File: src/rtl/core/rtbf_pkg.sv
// Package with sizes, register indexes and reset values of the row transition band finder.
package rtbf_pkg;

    localparam int MAX_ROWS = 2048;
    localparam int MAX_COLS = 4096;

    localparam int ROW_W   = $clog2(MAX_ROWS);
    localparam int CNT_W   = $clog2(MAX_COLS);
    localparam int LEN_W   = ROW_W + 1;
    localparam int SUM_W   = ROW_W + 2;
    localparam int PIX_W   = 8;
    localparam int MARG_W  = 8;
    localparam int CFG_W   = 12;
    localparam int CIDX_W  = 2;

    localparam logic [ROW_W-1:0] ROW_MAX = ROW_W'(MAX_ROWS - 1);
    localparam logic [CNT_W-1:0] CNT_MAX = CNT_W'(MAX_COLS - 1);

    typedef enum logic [CIDX_W-1:0] {
        REG_MIN_TRANS = 2'd0,
        REG_MAX_TRANS = 2'd1,
        REG_MARGIN    = 2'd2
    } t_cfg_index;

    localparam logic [CNT_W-1:0]  RST_MIN_TRANS = CNT_W'(16);
    localparam logic [CNT_W-1:0]  RST_MAX_TRANS = CNT_W'(40);
    localparam logic [MARG_W-1:0] RST_MARGIN    = MARG_W'(15);

endpackage

File: src/rtl/core/row_transition_band_finder_top.sv
// Top level of the row transition band finder: row scan, run tracking and band output.
//
//  channel | direction | beat carries                           | handshake
//  --------+-----------+----------------------------------------+----------------------
//  in      | input     | pixel, row_end, frame_end              | i_in_valid/o_in_stall
//  out     | output    | band_first_row, band_last_row, found   | o_out_valid/i_out_stall
//  cfg     | input     | register index, write data             | i_cfg_we
//
// One pixel beat is taken every clock while o_in_stall is low. A frame-end beat folds the
// last row into the run tracking and is snapshot into the snapshot register; the band is
// then widened and clamped into the output register. The input stalls only when both
// the snapshot and output registers hold undelivered results. Reset is synchronous and
// active low; it restores the register defaults and clears all frame state.
module row_transition_band_finder_top
    import rtbf_pkg::*;
(
    input  logic              i_clk,
    input  logic              i_rst_n,
    input  logic              i_cfg_we,
    input  logic [CIDX_W-1:0] i_cfg_index,
    input  logic [CFG_W-1:0]  i_cfg_data,
    input  logic              i_in_valid,
    output logic              o_in_stall,
    input  logic [PIX_W-1:0]  i_pixel,
    input  logic              i_row_end,
    input  logic              i_frame_end,
    output logic              o_out_valid,
    input  logic              i_out_stall,
    output logic [ROW_W-1:0]  o_band_first_row,
    output logic [ROW_W-1:0]  o_band_last_row,
    output logic              o_band_found
);

    // Configuration registers.
    logic [CNT_W-1:0]  r_min_trans;
    logic [CNT_W-1:0]  r_max_trans;
    logic [MARG_W-1:0] r_margin;

    always_ff @(posedge i_clk) begin
        if (!i_rst_n) begin
            r_min_trans <= RST_MIN_TRANS;
            r_max_trans <= RST_MAX_TRANS;
            r_margin    <= RST_MARGIN;
        end else if (i_cfg_we) begin
            case (i_cfg_index)
                REG_MIN_TRANS: r_min_trans <= i_cfg_data[CNT_W-1:0];
                REG_MAX_TRANS: r_max_trans <= i_cfg_data[CNT_W-1:0];
                REG_MARGIN:    r_margin    <= i_cfg_data[MARG_W-1:0];
                default: ;
            endcase
        end
    end

    // Frame state.
    logic [PIX_W-1:0] r_prev_pixel;
    logic             r_row_start;
    logic [CNT_W-1:0] r_count;
    logic [ROW_W-1:0] r_row_index;
    logic             r_run_open;
    logic [ROW_W-1:0] r_run_first;
    logic [ROW_W-1:0] r_best_first;
    logic [LEN_W-1:0] r_best_len;

    // Snapshot of a finished frame and the output register.
    logic             r_snap_valid;
    logic [ROW_W-1:0] r_snap_first;
    logic [LEN_W-1:0] r_snap_len;
    logic [ROW_W-1:0] r_snap_row;
    logic [MARG_W-1:0] r_snap_margin;

    logic             r_out_valid;
    logic [ROW_W-1:0] r_out_first;
    logic [ROW_W-1:0] r_out_last;
    logic             r_out_found;

    logic out_free;
    logic snap_move;
    logic in_accept;

    assign out_free   = !r_out_valid || !i_out_stall;
    assign snap_move  = r_snap_valid && out_free;
    assign o_in_stall = r_snap_valid && !out_free;
    assign in_accept  = i_in_valid && !o_in_stall;

    // Per-beat scan logic.
    logic [CNT_W-1:0] n_count;
    logic             eol;
    logic             qual;
    logic [ROW_W-1:0] n_run_first;
    logic             offer;
    logic [LEN_W-1:0] offer_len;
    logic [ROW_W-1:0] n_best_first;
    logic [LEN_W-1:0] n_best_len;

    always_comb begin
        if (r_row_start) begin
            n_count = '0;
        end else if (i_pixel != r_prev_pixel && r_count != CNT_MAX) begin
            n_count = r_count + CNT_W'(1);
        end else begin
            n_count = r_count;
        end

        eol  = i_row_end || i_frame_end;
        qual = (n_count >= r_min_trans) && (n_count <= r_max_trans);
        n_run_first = r_run_open ? r_run_first : r_row_index;

        // A run closes either on a failing row (it ended one row earlier) or, when the
        // last row still qualifies, at the frame's final row. The two never coincide.
        offer = eol && ((!qual && r_run_open) || (qual && i_frame_end));
        if (qual) begin
            offer_len = LEN_W'(r_row_index) - LEN_W'(n_run_first) + LEN_W'(1);
        end else begin
            offer_len = LEN_W'(r_row_index) - LEN_W'(r_run_first);
        end

        if (offer && offer_len > r_best_len) begin
            n_best_len   = offer_len;
            n_best_first = qual ? n_run_first : r_run_first;
        end else begin
            n_best_len   = r_best_len;
            n_best_first = r_best_first;
        end
    end

    always_ff @(posedge i_clk) begin
        if (!i_rst_n) begin
            r_prev_pixel <= '0;
            r_row_start  <= 1'b1;
            r_count      <= '0;
            r_row_index  <= '0;
            r_run_open   <= 1'b0;
            r_run_first  <= '0;
            r_best_first <= '0;
            r_best_len   <= '0;
        end else if (in_accept) begin
            if (i_frame_end) begin
                r_prev_pixel <= '0;
                r_row_start  <= 1'b1;
                r_count      <= '0;
                r_row_index  <= '0;
                r_run_open   <= 1'b0;
                r_run_first  <= '0;
                r_best_first <= '0;
                r_best_len   <= '0;
            end else if (eol) begin
                r_prev_pixel <= i_pixel;
                r_row_start  <= 1'b1;
                r_count      <= '0;
                r_run_open   <= qual;
                r_run_first  <= qual ? n_run_first : r_run_first;
                r_best_first <= n_best_first;
                r_best_len   <= n_best_len;
                if (r_row_index != ROW_MAX) begin
                    r_row_index <= r_row_index + ROW_W'(1);
                end
            end else begin
                r_prev_pixel <= i_pixel;
                r_row_start  <= 1'b0;
                r_count      <= n_count;
            end
        end
    end

    // Snapshot stage: holds the best run of a finished frame until the output takes it.
    always_ff @(posedge i_clk) begin
        if (!i_rst_n) begin
            r_snap_valid <= 1'b0;
        end else if (in_accept && i_frame_end) begin
            r_snap_valid <= 1'b1;
        end else if (snap_move) begin
            r_snap_valid <= 1'b0;
        end
    end

    always_ff @(posedge i_clk) begin
        if (in_accept && i_frame_end) begin
            r_snap_first  <= n_best_first;
            r_snap_len    <= n_best_len;
            r_snap_row    <= r_row_index;
            r_snap_margin <= r_margin;
        end
    end

    // Band widening and clamping.
    logic             found;
    logic [SUM_W-1:0] last_sum;
    logic [ROW_W-1:0] n_out_first;
    logic [ROW_W-1:0] n_out_last;

    always_comb begin
        found    = r_snap_len != '0;
        last_sum = SUM_W'(r_snap_first) + SUM_W'(r_snap_len) + SUM_W'(r_snap_margin)
                   - SUM_W'(1);
        if (!found) begin
            n_out_first = '0;
            n_out_last  = '0;
        end else begin
            if (ROW_W'(r_snap_margin) <= r_snap_first) begin
                n_out_first = r_snap_first - ROW_W'(r_snap_margin);
            end else begin
                n_out_first = '0;
            end
            if (last_sum > SUM_W'(r_snap_row)) begin
                n_out_last = r_snap_row;
            end else begin
                n_out_last = last_sum[ROW_W-1:0];
            end
        end
    end

    always_ff @(posedge i_clk) begin
        if (!i_rst_n) begin
            r_out_valid <= 1'b0;
        end else if (snap_move) begin
            r_out_valid <= 1'b1;
        end else if (!i_out_stall) begin
            r_out_valid <= 1'b0;
        end
    end

    always_ff @(posedge i_clk) begin
        if (snap_move) begin
            r_out_first <= n_out_first;
            r_out_last  <= n_out_last;
            r_out_found <= found;
        end
    end

    assign o_out_valid      = r_out_valid;
    assign o_band_first_row = r_out_first;
    assign o_band_last_row  = r_out_last;
    assign o_band_found     = r_out_found;

endmodule
File: config.mk
export PLATFORM = sky130hd
export DESIGN_NAME = row_transition_band_finder_top
export DESIGN_NICKNAME = d
export VERILOG_FILES = /design/src/rtl/core/rtbf_pkg.sv /design/src/rtl/core/row_transition_band_finder_top.sv
export SDC_FILE = /design/constraint.sdc
export NUM_CORES = 1
export LEC_CHECK = 0
export ABC_AREA = 1
export BUFFER_PORTS_ARGS = -buffer_cell sky130_fd_sc_hd__buf_2
export CAP_MARGIN = 5
export CORE_ASPECT_RATIO = 0.75
export CORE_MARGIN = 5
export CORE_UTILIZATION = 30
export CTS_CLUSTER_SIZE = 8
export DETAILED_ROUTE_END_ITERATION = 16
export HOLD_SLACK_MARGIN = 0.03
export SLEW_MARGIN = 10
export SYNTH_ARGS = -nofsm -noshare
export SYNTH_HDL_FRONTEND = slang
export SYNTH_SLANG_ARGS = --single-unit
File: constraint.sdc
create_clock -name i_clk -period 8.05 [get_ports i_clk]
set_input_delay 1.2075 -clock i_clk [delete_from_list [all_inputs] [get_ports i_clk]]
set_output_delay 1.2075 -clock i_clk [all_outputs]
set_load 0.02 [all_outputs]
==> flow_summary.ini <==
[outcome]
status = finished, final reports clean

[flow_run]
max-cap-violations = 0

[cells_and_area]
final_nets = 1686
antenna_cells_inserted = 0
drive_gt1_share_pct = 10.4
areaGrowthSynthToFinish_pct = 11.7

[clocking]
post_cts.resized_instances = 0
clkSinkCount = 166
worstSkewPairLatency_ps = 440
cts_tree = done
cts.root.buffer_cell = sky130_fd_sc_hd__clkbuf_16
post_cts_buffers = 0
cts_made_buffers = 17
ctsHtreeMaxLevel = 4
cts-root-to-sink-buffers = 2
holdBufCountCts = 0
clkSlewWorstSetupHoldPaths_ps = 70

[timing]
setup_tns_ps = 0
post_route_minimum_period_ps = 6200
fin_hold_viols = 0
final_max_tran_viols = 0
finalCritPeriodShare_pct = 77.0
fin_hold_ws_ps = 437
worst_pin_slew_ps = 1200
post_route_clock_skew_ps = 11.4
setup_viol_count_final = 0
slew_headroom_pct = 19.7
grt_setup_unrepaired = false
max_freq_mhz = 161

[global_route]
grt_overflow = 0
largest_net_degree_at_the_start_of_global_routing = 44
globalRouteTotalUtil_pct = 14.0
antenna_violations_before_repair = 0
number_of_global_route_vias_before_repair = 8892
wire_length_of_the_first_global_routing_pass_um = 46600

[floorplan]
dieHeight_um = 178
placeableCoreArea_sq_um = 37100
die_width_um = 234
row_count = 61
design.die.area_sq_um = 41700
initial_utilization_pct = 30.4
design.portCount = 54

[synth]
syn_area_sq_um = 11300
ys_types = 45
synth_top_cells_by_area = sky130_fd_sc_hd__dfxtp_1 (18%), sky130_fd_sc_hd__edfxtp_1 (17%), sky130_fd_sc_hd__ha_1 (13%), sky130_fd_sc_hd__nand2_1 (11%), sky130_fd_sc_hd__inv_1 (8.3%)
yosys_register_bits = 166
synth_nets = 1647
synth_edf_count = 65
synth_top_area_share_pct = 17.9
synth_cells = 1491
synth-async-reset-ratio_pct = 0
synth_seq_area_share_pct = 35.2
yosys_most_used_dff = sky130_fd_sc_hd__dfxtp_1
synthesis.area_per_instance_sq_um = 7.57
synth_top_cell_by_area = sky130_fd_sc_hd__dfxtp_1
ys_warn_count = 0

[drt]
drt_wl_total_um = 28600
number_of_vias_per_cell_after_detailed_routing = 4.67
drt_iter0_markers = 793
vias = 9555
route.detailed.drc = 0
detail_route.wl_per_cell_um = 14.0
postRouteAntennaNets = 0
first_pass_iters = 7

[power]
pwr_density_cell_nw_per_um2 = 177
p_leak_nw = 5.90
power.ir.vdd_worst_mv = 0.106

[setup_path]
critPathRequiredTime_ps = 8260
critPathCaptureType = flop
crit_path_kind = in -> reg
critPathLaunch = i_pixel[5]
worst_setup_path_start_kind = input port
cp.arrival_ps = 6400
worst-r2r-setup-slack_ps = 2210
path_max_fanout = 42
crit-reg2reg-launch = r_count[0]

[place]
detailed_place_hpwl_um = 22400
port_buffers = 53
gp_congestion = 0.889

[min_path]
min_from = r_margin[4]
min_path_type = reg -> reg
placed cells by master, fill, tap and decap left out, drive strengths merged, types with 35 or more instances in the layout:
cell    instances
inv           262
o21ai          77
buf            57
nor2           99
ha            116
nand2         366
dfxtp         101
xor2           35
edfxtp         65
a21oi         101
nor3           38
nand3          90
layer usage:
layer	vias to the layer above	share of wire, %	global-route usage [%]
li1	4919	-	-
met1	4380	53	21.7
met2	238	41	20.1
met3	18	6.1	2.83
met4	0	0.71	2.91
met5	-	0	0
path summary, 6_finish.rpt:
kind | end | depth (start not counted)
worst max-delay path | r_snap_first[8] | 28
worst max register to register | r_snap_first[8] | 28
worst min-delay path | r_snap_margin[4] | 0
worst min register to register | r_snap_margin[4] | 0
cell type report:
cell class | instances | area, sq um
tap | 504 | 631
fill | 3938 | 24500
inverter | 255 | 957
clock inverter | 15 | 161
timing repair buffer | 57 | 295
multi-input combinational | 1033 | 6170
sequential | 166 | 3970
clock buffer | 17 | 425
Yosys cell counts, types with 26 or more instances:
master	n
sky130_fd_sc_hd__nand3_1	75
sky130_fd_sc_hd__inv_1	250
sky130_fd_sc_hd__xor2_1	35
sky130_fd_sc_hd__nor2_1	79
sky130_fd_sc_hd__nand2_1	345
sky130_fd_sc_hd__a21oi_1	99
sky130_fd_sc_hd__dfxtp_1	101
sky130_fd_sc_hd__ha_1	116
sky130_fd_sc_hd__nand4_1	26
sky130_fd_sc_hd__nor3_1	36
sky130_fd_sc_hd__edfxtp_1	65
sky130_fd_sc_hd__o21ai_0	64
worst max-delay path, cell delays in order:
cell and delay (ps):
sky130_fd_sc_hd__buf_2 110, sky130_fd_sc_hd__or2_2 260, sky130_fd_sc_hd__a21oi_1 150, sky130_fd_sc_hd__nand4_1 170
sky130_fd_sc_hd__nand2_2 280, sky130_fd_sc_hd__nand2_1 110, sky130_fd_sc_hd__a21oi_1 360, sky130_fd_sc_hd__ha_1 340
sky130_fd_sc_hd__a21oi_1 150, sky130_fd_sc_hd__o21ai_0 160, sky130_fd_sc_hd__nand2_1 90, sky130_fd_sc_hd__nand3_1 80
sky130_fd_sc_hd__nand2_2 110, sky130_fd_sc_hd__nand2_4 250, sky130_fd_sc_hd__inv_1 310, sky130_fd_sc_hd__nand2_1 80
sky130_fd_sc_hd__nand2_1 180, sky130_fd_sc_hd__inv_1 70, sky130_fd_sc_hd__ha_1 270, sky130_fd_sc_hd__nand2_1 90
sky130_fd_sc_hd__nor2_4 110, sky130_fd_sc_hd__nand4_2 100, sky130_fd_sc_hd__a21o_1 200, sky130_fd_sc_hd__a21oi_4 150
sky130_fd_sc_hd__nand2_2 80, sky130_fd_sc_hd__nor2_4 540, sky130_fd_sc_hd__nand2_1 170, sky130_fd_sc_hd__and2_1 180
kinds of logic (layout without fill, tap and decap cells):
| group | after synthesis | in the layout | synth area share [%] |
|---|---|---|---|
| buffers and inverters | 292 | 344 | 10.3 |
| AOI/OAI and AO/OA | 207 | 207 | 9.80 |
| and+or+nand+nor | 652 | 652 | 26.3 |
| xor gates and xnor gates | 47 | 47 | 3.65 |
| DFF | 166 | 166 | 35.2 |
| adders and majority gates | 127 | 127 | 14.8 |
report_power, final:
group / switching [W] / internal [W] / leakage (nW) / total (W)
sequential: 0.0000153 / 0.000909 / 1.43 / 0.000924
combinational: 0.000316 / 0.000171 / 4.19 / 0.000488
clock: 0.000381 / 0.000440 / 0.283 / 0.000821
total: 0.000713 / 0.00152 / 5.90 / 0.00223
sequential cells by signal, indices dropped and copies added (netlist names), 8 cells and up:
signal / flops
r_run_first: 11
o_band_last_row: 11
r_prev_pixel: 8
o_band_first_row: 11
r_snap_margin: 8
r_max_trans: 12
r_row_index: 11
r_snap_row: 11
r_margin: 8
r_best_first: 11
r_snap_first: 11
r_best_len: 12
r_count: 12
r_min_trans: 12
r_snap_len: 12
through the flow:
step	cells	util (%)	power, W	cell area (sq um)	setup slack, ps
floorplan	1491	-	0.00131	11300	3040
global placement	2015	32.4	0.00142	12000	1640
detailed placement	2015	32.4	0.00143	12000	1540
CTS	2047	34.0	0.00225	12600	1970
global route	2047	34.0	0.00236	12600	1430
finish	2047	34.0	0.00223	12600	1850
Note: power is estimated with default switching activity, not from simulation.
